--- config.mk ---
export PLATFORM = sky130hd
export DESIGN_NAME = byte_budget_lru_cache_top
export DESIGN_NICKNAME = d
export VERILOG_FILES = /design/src/rtl/bblru_pkg.sv /design/src/rtl/byte_budget_lru_cache_top.sv /design/src/rtl/bblru_slots.sv
export SDC_FILE = /design/constraint.sdc
export NUM_CORES = 2
export LEC_CHECK = 0
export ABC_AREA = 1
export BUFFER_PORTS_ARGS = -buffer_cell sky130_fd_sc_hd__buf_2
export CAP_MARGIN = 20
export CORE_ASPECT_RATIO = 0.5
export CORE_UTILIZATION = 48
export DETAILED_ROUTE_END_ITERATION = 6
export HOLD_SLACK_MARGIN = 0.03
export RECOVER_POWER = 100
export SKIP_CTS_REPAIR_TIMING = 1
export SYNTH_ARGS = -nofsm -noshare
export SYNTH_HDL_FRONTEND = slang
export SYNTH_SLANG_ARGS = --single-unit
--- constraint.sdc ---
create_clock -name i_clk -period 23.5 [get_ports i_clk]
set_input_delay 5.875 -clock i_clk [delete_from_list [all_inputs] [get_ports i_clk]]
set_output_delay 5.875 -clock i_clk [all_outputs]
set_load 0.05 [all_outputs]
--- src/rtl/bblru_pkg.sv ---
`timescale 1ns / 1ps
`default_nettype none
package bblru_pkg;

    localparam int unsigned ENTRIES_DEF = 16;

    typedef enum logic [1:0] {
        FUNC_LOOKUP = 2'd0,
        FUNC_KEEP   = 2'd1,
        FUNC_TRIM   = 2'd2,
        FUNC_RELOAD = 2'd3
    } t_func;

    typedef struct packed {
        logic [1:0]  func;
        logic [31:0] entry_key;
        logic [31:0] entry_bytes;
        logic [31:0] start_generation;
    } t_in_item;

    typedef struct packed {
        logic        hit;
        logic        stored;
        logic [4:0]  evicted_count;
        logic [31:0] total_bytes;
        logic [4:0]  entry_count;
        logic [31:0] current_generation;
    } t_out_item;

    typedef enum logic [3:0] {
        ST_IDLE,
        ST_FIND,
        ST_HIT,
        ST_DROP,
        ST_FULL,
        ST_FREE,
        ST_INSERT,
        ST_TRIM_CHK,
        ST_TRIM_FIND,
        ST_TRIM_DROP,
        ST_DONE
    } t_state;

endpackage
`default_nettype wire

--- src/rtl/byte_budget_lru_cache_top.sv ---
`timescale 1ns / 1ps
`default_nettype none
// size-weighted lru cache: up to ENTRIES keys with byte sizes under a budget
// input channel: i_in_valid / o_in_stall carrying a t_in_item (func, key,
// bytes, start generation); output channel: o_out_valid / i_out_stall with
// one t_out_item per input item
// config: i_cfg_we with i_cfg_wdata writes byte_budget; write only when idle
// one item at a time: an index sweep walks the slots one per cycle through a
// single key/rank compare unit; a lookup or keep sweeps for its key, and
// every budget eviction by keep or trim rescans for the oldest slot
// o_in_stall is high from the input transfer until the result is loaded into
// the output register, so the next item may be taken while a result waits
// the result sits in the output register while i_out_stall is high; a
// finished item waits in its done state until that register frees
// reset (synchronous, active low) empties the table, zeroes held bytes,
// generation and budget; no clearing pass is needed
module byte_budget_lru_cache_top #(
    parameter int unsigned ENTRIES = bblru_pkg::ENTRIES_DEF
) (
    input  wire logic      i_clk,
    input  wire logic      i_rst_n,
    input  wire logic      i_in_valid,
    output logic           o_in_stall,
    input  wire bblru_pkg::t_in_item  i_in_data,
    output logic           o_out_valid,
    input  wire logic      i_out_stall,
    output bblru_pkg::t_out_item      o_out_data,
    input  wire logic      i_cfg_we,
    input  wire logic [31:0] i_cfg_wdata
);
    import bblru_pkg::*;

    localparam int unsigned IW = (ENTRIES > 1) ? $clog2(ENTRIES) : 1;
    localparam int unsigned CW = $clog2(ENTRIES + 1);

    t_state r_state, n_state;
    t_in_item r_item;
    logic [31:0] r_budget, r_gen;
    logic [32:0] r_held;
    logic [CW-1:0] r_count;
    logic [IW-1:0] r_idx, r_sel;
    logic r_found;
    logic [IW-1:0] r_best_rank;
    logic [4:0] r_ev;
    logic r_hit, r_stored;
    logic r_out_valid;
    t_out_item r_out;
    logic [31:0] r_sel_bytes;

    logic w_match, w_valid;
    logic [IW-1:0] w_rank;
    logic [31:0] w_bytes;
    logic w_last, w_clear, w_remove, w_front, w_insert;
    logic [IW-1:0] w_scan;

    assign w_last = (r_idx == IW'(ENTRIES - 1));
    assign w_scan = r_idx;

    bblru_slots #(.ENTRIES(ENTRIES)) u_slots (
        .i_clk, .i_rst_n,
        .i_scan_idx(w_scan), .i_key(r_item.entry_key),
        .o_key_match(w_match), .o_valid(w_valid), .o_rank(w_rank), .o_bytes(w_bytes),
        .i_clear(w_clear), .i_remove(w_remove), .i_front(w_front), .i_insert(w_insert),
        .i_sel_idx(r_sel), .i_wr_bytes(r_item.entry_bytes)
    );

    logic w_keep_ok;
    assign w_keep_ok = (r_item.start_generation == r_gen) && (r_item.entry_bytes <= r_budget);

    // next state
    always_comb begin
        n_state = r_state;
        unique case (r_state)
            ST_IDLE: if (i_in_valid) begin
                unique case (t_func'(i_in_data.func))
                    FUNC_LOOKUP, FUNC_KEEP: n_state = ST_FIND;
                    FUNC_TRIM:              n_state = ST_TRIM_CHK;
                    default:                n_state = ST_DONE;
                endcase
            end
            ST_FIND: begin
                if (r_item.func == FUNC_KEEP && !w_keep_ok) n_state = ST_DONE;
                else if (w_match || w_last) begin
                    if (r_item.func == FUNC_LOOKUP)
                        n_state = (w_match) ? ST_HIT : ST_DONE;
                    else
                        n_state = (w_match) ? ST_DROP : ST_FULL;
                end
            end
            ST_HIT:  n_state = ST_DONE;
            ST_DROP: n_state = ST_FULL;
            ST_FULL: if (r_count < CW'(ENTRIES)) n_state = ST_FREE;
                     else if (w_last) n_state = ST_TRIM_DROP;
            ST_FREE: if (!w_valid || w_last) n_state = ST_INSERT;
            ST_INSERT:    n_state = ST_TRIM_CHK;
            ST_TRIM_CHK:  n_state = (r_held > {1'b0, r_budget} && r_count != '0)
                                    ? ST_TRIM_FIND : ST_DONE;
            ST_TRIM_FIND: if (w_last) n_state = ST_TRIM_DROP;
            ST_TRIM_DROP: n_state = (r_item.func == FUNC_KEEP && !r_stored)
                                    ? ST_FREE : ST_TRIM_CHK;
            ST_DONE: if (!r_out_valid || !i_out_stall) n_state = ST_IDLE;
            default: n_state = ST_IDLE;
        endcase
    end

    // outputs to the slot table
    always_comb begin
        w_clear = 1'b0; w_remove = 1'b0; w_front = 1'b0; w_insert = 1'b0;
        unique case (r_state)
            ST_HIT:       w_front  = 1'b1;
            ST_DROP:      w_remove = 1'b1;
            ST_TRIM_DROP: w_remove = 1'b1;
            ST_INSERT:    w_insert = 1'b1;
            ST_IDLE:      w_clear  = i_in_valid && i_in_data.func == FUNC_RELOAD;
            default: ;
        endcase
    end

    assign o_in_stall = (r_state != ST_IDLE);

    // oldest-slot search keys: the valid slot with the largest rank
    logic w_better;
    assign w_better = w_valid && (!r_found || w_rank > r_best_rank);

    always_ff @(posedge i_clk) begin
        if (!i_rst_n) begin
            r_state <= ST_IDLE;
            r_budget <= '0; r_gen <= '0; r_held <= '0; r_count <= '0;
            r_out_valid <= 1'b0;
            r_idx <= '0; r_found <= 1'b0;
        end else begin
            r_state <= n_state;
            if (i_cfg_we) r_budget <= i_cfg_wdata;
            // result register loads when free or draining this cycle
            if (r_state == ST_DONE && (!r_out_valid || !i_out_stall)) r_out_valid <= 1'b1;
            else if (r_out_valid && !i_out_stall) r_out_valid <= 1'b0;
            unique case (r_state)
                ST_IDLE: if (i_in_valid) begin
                    r_item <= i_in_data;
                    r_idx <= '0; r_found <= 1'b0;
                    r_hit <= 1'b0; r_stored <= 1'b0; r_ev <= '0;
                    if (i_in_data.func == FUNC_RELOAD) begin
                        r_held <= '0; r_count <= '0; r_gen <= r_gen + 32'd1;
                    end
                end
                ST_FIND: begin
                    if (w_match) r_sel <= r_idx;
                    r_idx <= (w_last || w_match) ? '0 : r_idx + 1'b1;
                end
                ST_HIT: r_hit <= 1'b1;
                ST_DROP: begin
                    r_held <= r_held - 33'(r_sel_bytes);
                    r_count <= r_count - 1'b1;
                end
                ST_FULL: if (r_count >= CW'(ENTRIES)) begin
                    if (w_better) begin r_sel <= r_idx; r_best_rank <= w_rank; r_found <= 1'b1; end
                    r_idx <= w_last ? '0 : r_idx + 1'b1;
                end else r_idx <= '0;
                ST_FREE: if (!w_valid || w_last) r_sel <= r_idx;
                         else r_idx <= r_idx + 1'b1;
                ST_INSERT: begin
                    r_held <= r_held + 33'(r_item.entry_bytes);
                    r_count <= r_count + 1'b1;
                    r_stored <= 1'b1;
                end
                ST_TRIM_CHK: begin r_idx <= '0; r_found <= 1'b0; end
                ST_TRIM_FIND: begin
                    if (w_better) begin r_sel <= r_idx; r_best_rank <= w_rank; r_found <= 1'b1; end
                    r_idx <= w_last ? '0 : r_idx + 1'b1;
                end
                ST_TRIM_DROP: begin
                    r_held <= r_held - 33'(r_sel_bytes);
                    r_count <= r_count - 1'b1;
                    if (r_ev != 5'd31) r_ev <= r_ev + 5'd1;
                    r_idx <= '0; r_found <= 1'b0;
                end
                ST_DONE: if (!r_out_valid || !i_out_stall) begin
                    r_out.hit <= r_hit;
                    r_out.stored <= r_stored;
                    r_out.evicted_count <= r_ev;
                    r_out.total_bytes <= r_held[31:0];
                    r_out.entry_count <= 5'(r_count);
                    r_out.current_generation <= r_gen;
                end
                default: ;
            endcase
        end
    end

    // bytes of the selected slot, captured whenever the key or oldest-slot scan picks it
    always_ff @(posedge i_clk) begin
        if ((r_state == ST_FIND && w_match) ||
            ((r_state == ST_FULL || r_state == ST_TRIM_FIND) && w_better))
            r_sel_bytes <= w_bytes;
    end

    assign o_out_valid = r_out_valid;
    assign o_out_data  = r_out;

    a_count_range: assert property (@(posedge i_clk) disable iff (!i_rst_n)
        r_count <= CW'(ENTRIES)) else $error("entry count above table size");
    a_stall_busy: assert property (@(posedge i_clk) disable iff (!i_rst_n)
        (r_state == ST_DONE) |-> o_in_stall) else $error("ready while finishing");
    a_hit_lookup: assert property (@(posedge i_clk) disable iff (!i_rst_n)
        (r_out_valid && r_out.hit) |-> !r_out.stored) else $error("hit and stored");

endmodule
`default_nettype wire

--- src/rtl/bblru_slots.sv ---
`timescale 1ns / 1ps
`default_nettype none
// slot table: one entry examined per cycle through a shared compare unit
module bblru_slots #(
    parameter int unsigned ENTRIES = bblru_pkg::ENTRIES_DEF,
    localparam int unsigned IW = (ENTRIES > 1) ? $clog2(ENTRIES) : 1
) (
    input  wire logic          i_clk,
    input  wire logic          i_rst_n,
    input  wire logic [IW-1:0] i_scan_idx,
    input  wire logic [31:0]   i_key,
    output logic               o_key_match,
    output logic               o_valid,
    output logic [IW-1:0]      o_rank,
    output logic [31:0]        o_bytes,
    input  wire logic          i_clear,
    input  wire logic          i_remove,
    input  wire logic          i_front,
    input  wire logic          i_insert,
    input  wire logic [IW-1:0] i_sel_idx,
    input  wire logic [31:0]   i_wr_bytes
);
    logic [31:0]   r_key   [ENTRIES];
    logic [31:0]   r_bytes [ENTRIES];
    logic [ENTRIES-1:0] r_valid;
    logic [IW-1:0] r_rank  [ENTRIES];
    logic [IW-1:0] w_sel_rank;

    assign w_sel_rank  = r_rank[i_sel_idx];
    assign o_valid     = r_valid[i_scan_idx];
    assign o_rank      = r_rank[i_scan_idx];
    assign o_bytes     = r_bytes[i_scan_idx];
    assign o_key_match = r_valid[i_scan_idx] && (r_key[i_scan_idx] == i_key);

    always_ff @(posedge i_clk) begin
        if (i_insert) begin
            r_key[i_sel_idx]   <= i_key;
            r_bytes[i_sel_idx] <= i_wr_bytes;
        end
    end

    // rank updates act on independent slots in parallel
    always_ff @(posedge i_clk) begin
        if (!i_rst_n || i_clear) begin
            r_valid <= '0;
            for (int i = 0; i < ENTRIES; i++) r_rank[i] <= '0;
        end else if (i_remove) begin
            for (int i = 0; i < ENTRIES; i++)
                if (r_valid[i] && r_rank[i] > w_sel_rank) r_rank[i] <= r_rank[i] - 1'b1;
            r_valid[i_sel_idx] <= 1'b0;
            r_rank[i_sel_idx]  <= '0;
        end else if (i_front) begin
            for (int i = 0; i < ENTRIES; i++)
                if (r_valid[i] && r_rank[i] < w_sel_rank) r_rank[i] <= r_rank[i] + 1'b1;
            r_rank[i_sel_idx] <= '0;
        end else if (i_insert) begin
            for (int i = 0; i < ENTRIES; i++)
                if (r_valid[i]) r_rank[i] <= r_rank[i] + 1'b1;
            r_valid[i_sel_idx] <= 1'b1;
            r_rank[i_sel_idx]  <= '0;
        end
    end

endmodule
`default_nettype wire

=== Word level (Yosys, flattened, before mapping) ===
Memories as Yosys holds them, arrays and structs flattened. A register that Yosys moved wholly into a read port is not among the register bits.
Index checks and enable logic that the tools add are counted.

* Register bits: 317
* Bits in writable memories: 1088
* Input port bits: 135
* Output and inout bits: 78
* Memories: 3

{| class="wikitable"
|+ Memory list
! name !! depth !! bits a word !! read ports !! clocked after memory_dff !! wr ports !! RTL line !! source
|-
| u_slots.r_bytes || 16 || 32 || 1 || 1 || 1 || bblru_slots.sv:24 || <nowiki>logic [31:0] r_bytes [ENTRIES];</nowiki>
|-
| u_slots.r_key || 16 || 32 || 1 || 1 || 1 || bblru_slots.sv:23 || <nowiki>logic [31:0] r_key [ENTRIES];</nowiki>
|-
| u_slots.r_rank || 16 || 4 || 18 || 2 || 17 || bblru_slots.sv:26 || <nowiki>logic [IW-1:0] r_rank [ENTRIES];</nowiki>
|}

* Add/subtract/negate cells: 39
* Order comparisons: 40
* Equality and inequality tests: 28
* Mux-type cells: 366
* Bitwise gates (word level): 53
* Reductions and logical operators: 89

{| class="wikitable"
|+ Operators by type and width
! kind !! number
|-
| $mux 4 || 75
|-
| $mux 1 || 266
|-
| $pmux 33 s3 || 1
|-
| $add 4x1->4 const B || 17
|-
| $gt 4x4->1 || 17
|-
| $mux 33 || 2
|-
| $eq 32x32->1 || 2
|-
| $lt 4x4->1 || 16
|-
| $sub 4x1->4 const B || 16
|-
| $or 1x1->1 || 50
|-
| $mux 16 || 3
|-
| $logic_and 1x1->1 || 44
|-
| $pmux 4 s11 || 1
|-
| $add 33x32->33 || 1
|-
| $gt 33x32->1 || 1
|-
| $sub 33x32->33 || 1
|-
| $add 32x1->32 const B || 1
|-
| $le 32x32->1 || 1
|-
| $reduce_and 3->1 || 9
|-
| $pmux 4 s6 || 1
|-
| $mux 5 || 4
|-
| $and 16x16->16 || 1
|-
| $eq 4x3->1 const B || 4
|-
| $eq 4x4->1 const B || 4
|-
| other kinds (39) || 77
|}

=== Depth between registers and ports, before layout ===
* Depth in word-level cells: 9
* Gate-level depth with buffers: 28
* Gate-level depth less buffers: 26

=== Cells and area by module ===
From an unflattened synthesis, not the netlist that was laid out.

* Cells, all modules: 6183
* Area, all modules: 65401.5 um^2

{| class="wikitable"
|+ Modules (own cells, without submodules)
! module !! instances !! cells an instance !! area each (um^2) !! seq. area each (um^2)
|-
| bblru_slots || 1 || 4416 || 48733.0 || 32351.0
|-
| byte_budget_lru_cache_top || 1 || 1767 || 16668.5 || 8878.5
|}

=== Worst setup path before layout ===
Ideal clock, no wire load.

* Path kind: input port to flip-flop
* From: in i_rst_n
* To: reg r_ev[0], enable pin
* Arrival time: 14.182 ns
* Setup slack: 8.942 ns
* Stages: 6
* Path buffers: 2
* Cell sequence: clkbuf_1 inv_1 clkbuf_1 nor3_1 inv_1 o31ai_1

* Cells in the longest elaborated chain, start to end: 1

{| class="wikitable"
|+ Ends and longest elaborated chain
! item !! RTL line !! source
|-
| start: declaration || byte_budget_lru_cache_top.sv:21 || <nowiki>input wire logic i_rst_n,</nowiki>
|-
| $reduce_and 4->1 (no line) || n/a ||
|-
| end signal: assignment || byte_budget_lru_cache_top.sv:174 || <nowiki>if (r_ev != 5'd31) r_ev <= r_ev + 5'd1;</nowiki>
|-
| end: declaration || byte_budget_lru_cache_top.sv:44 || <nowiki>logic [4:0] r_ev;</nowiki>
|}

Every way passes these cells.
A chain may end at the register's enable or synchronous reset.

=== Final worst setup path ===
* From: in i_rst_n
* To: reg r_ev[2], enable pin

The elaborated chain is that of the path after synthesis.

==> impl_metrics.env <==
export IMPL_clock_path_buffers=3
export IMPL_antenna_left=0
export IMPL_drc=0
export IMPL_synth_area_sq_mm=0.0656
export IMPL_critPathLaunchType="input pin"
export IMPL_io_buffer_count=212
export IMPL_holdWs_ns=0.451
export IMPL_final_common_cell="edfxtp_1"
export IMPL_grt_pass1_vias=45700
export IMPL_fin_nets=6778
export IMPL_setup_tns_ns=0
export IMPL_swShare=0.319
export IMPL_timing_hold_violations_final=0
export IMPL_worst_skew_pair_late_latency_ns=0.77
export IMPL_ys_flop_type="edfxtp_1"
export IMPL_start_util=0.486
export IMPL_tightest_slew_ns=4.29
export IMPL_p_seq_frac=0.461
export IMPL_area_growth_syn_to_layout_pct=10.3
export IMPL_finClkSkew_ns=0.0323
export IMPL_fin_util=0.536
export IMPL_relSlewSlack=-1.86
export IMPL_vdd_ir_drop_max_v=0.0000834
export IMPL_gp_congestion=0.915
export IMPL_arrival_ns=13.81
export IMPL_vias_per_cell=5.78
export IMPL_io_pins=213
export IMPL_grt_usage=0.279
export IMPL_p_sw_w=0.00217
export IMPL_finalSetupViolCount=0
export IMPL_grt_pass1_wl_mm=290
export IMPL_via_count=48100
export IMPL_antenna_found_initial=3
export IMPL_violations="max-capacitance violations, max-slew violations"
export IMPL_cap_violations=48
export IMPL_drive_gt1_frac=0.0610
export IMPL_synthArstFlopShare=0
export IMPL_rsz0062_at_grt="no"
export IMPL_dp_cells=8095
export IMPL_fmaxAchievable_ghz=0.0745
export IMPL_stdcell_count=8335
export IMPL_clkTransAtPathRegs_ns=0.06
export IMPL_fin_total_pwr_w=0.00679
export IMPL_syn_nets=6624
export IMPL_drv_slew=1958
export IMPL_drtIter0Drc=4779
export IMPL_holdCritPathClass="flip-flop to flip-flop"
export IMPL_min_period_ns=13.42
export IMPL_synth_seq_cells=1445
export IMPL_cts_root_buf="clkbuf_16"
export IMPL_ys_seq_area_frac=0.631
export IMPL_core_region_area_sq_mm=0.135
export IMPL_internal_power_w=0.00462
export IMPL_status="finished, violations left"
export IMPL_path_max_fanout=67
export IMPL_cts_buffers=133
export IMPL_worstSetupPathType="input pin to flip-flop"
export IMPL_clock_power_share=0.326
export IMPL_yosysUniqueCellTypes=60
export IMPL_grt_ovfl_total=0
export IMPL_clock_sinks=1445
export IMPL_grt_max_degree=239
export IMPL_std_cell_rows=95
export IMPL_drt_wl_total_mm=196
export IMPL_die_y_microns=263
export IMPL_dp_hpwl_mm=118
export IMPL_htreeDepth=4
export IMPL_pwr_share_comb=0.213
export IMPL_cellPowerDensity_mw_per_mm2=93.8
export IMPL_die_area_sq_mm=0.138
export IMPL_layout_common_cells="1245 x edfxtp_1, 981 x nand2_1, 787 x nor2_1"
export IMPL_leakagePower_nw=26.5
export IMPL_firstDrtPassIters=6
export IMPL_synth_edf_count=1245
export IMPL_wl_per_cell_microns=23.5
export IMPL_cp_end_kind="flip-flop"
export IMPL_netlist_instances=6283
export IMPL_die_x_microns=525
export IMPL_syn_avg_cell_area_sq_um=10.4
export IMPL_yosysWarnings=0
export IMPL_min_period_over_period=0.571
export IMPL_cts_tree="done"
export IMPL_critPathRequiredTime_ns=23.89
[critical path: stages]
cell      delay (ns)
buf_2           0.07
clkbuf_1        1.51
clkinv_1        0.22
clkbuf_1        1.40
nor3_1          0.68
clkbuf_1        2.86
inv_1           0.64
o31ai_1         0.48
[flip-flops by register name, indices dropped and copies added, names as in the netlist, named ones only]
register / flops
o_out_data: 76
o_out_valid: 1
r_best_rank: 4
r_budget: 32
r_count: 5
r_ev: 5
r_found: 1
r_gen: 32
r_held: 33
r_hit: 1
r_idx: 4
r_item: 98
r_sel: 4
r_sel_bytes: 32
r_state: 4
r_stored: 1
u_slots.r_bytes: 512
u_slots.r_key: 512
u_slots.r_rank: 64
[cell families after synthesis]
| family | after synthesis | synth area share |
|---|---|---|
| simple gates | 2391 | 0.152 |
| flops | 1445 | 0.631 |
| compound gates | 1327 | 0.115 |
| buf+inv | 829 | 0.0510 |
| fa+ha+maj | 206 | 0.0395 |
| xor+xnor | 85 | 0.0114 |
[synthesized netlist by cell type (all sizes together), types with 26 or more instances]
library cell     n  share of area
buf            116          0.010
dfxtp          200          0.061
ha             204          0.039
o21ai          641          0.049
inv            537          0.031
edfxtp        1245           0.57
or2             31         0.0030
nand4           50         0.0048
xor2            59         0.0079
o22ai           86         0.0082
o221ai          62         0.0083
xnor2           26         0.0035
o211ai          76         0.0087
a21oi          344          0.026
nor2           806          0.047
nor3            58         0.0047
nand3          418          0.032
clkbuf         170         0.0097
nand2          983          0.056
[power by group through the flow]
| stage | Sequential, W | Combinational [W] | Clock [W] |
|---|---|---|---|
| after floorplan | 0.00311 | 0.00102 | 0 |
| final | 0.00313 | 0.00144 | 0.00222 |
| after global routing | 0.00314 | 0.00161 | 0.00234 |
| after CTS | 0.00312 | 0.00144 | 0.00225 |
| after detailed placement | 0.00317 | 0.00143 | 0 |
| after global placement | 0.00317 | 0.00140 | 0 |
[metal layers]
metal  routed length [microns]  share of wire  track usage
met1                     87200           0.45        0.403
met2                     89400           0.46        0.443
met3                     14100          0.072       0.0352
met4                      4760          0.024       0.0804
met5                         0              0            0
[area by class of cell]
type                       count  area (sq um)
tap                         1794          2240
inverter                     543          2050
sequential                  1445         41400
timing repair buffer         305          1420
multi-input combinational   4009         20900
clock inverter                78           818
antenna                        1          2.50
fill                       11700         62600
clock buffer                 160          3500
[stage by stage]
stage,setup WS [ns],area [sq um]
after global placement,14.47,68500
after floorplan,8.94,65600
after detailed placement,14.45,68500
after global routing,9.42,72300
final,10.08,72300
after CTS,15.22,72800
[final timing paths]
| check | start | end | slack [ns] | depth (start not counted) |
|---|---|---|---|---|
| hold reg to reg | r_gen[31] | o_out_data[31] | 0.45 | 0 |
| setup reg to reg | flip-flop | r_sel_bytes[27] | 11.27 | 14 |
| setup / recovery | i_rst_n | r_ev[2] | 10.08 | 8 |
| hold / removal | r_gen[31] | o_out_data[31] | 0.45 | 0 |
Note: power is estimated with default switching activity, not from simulation.
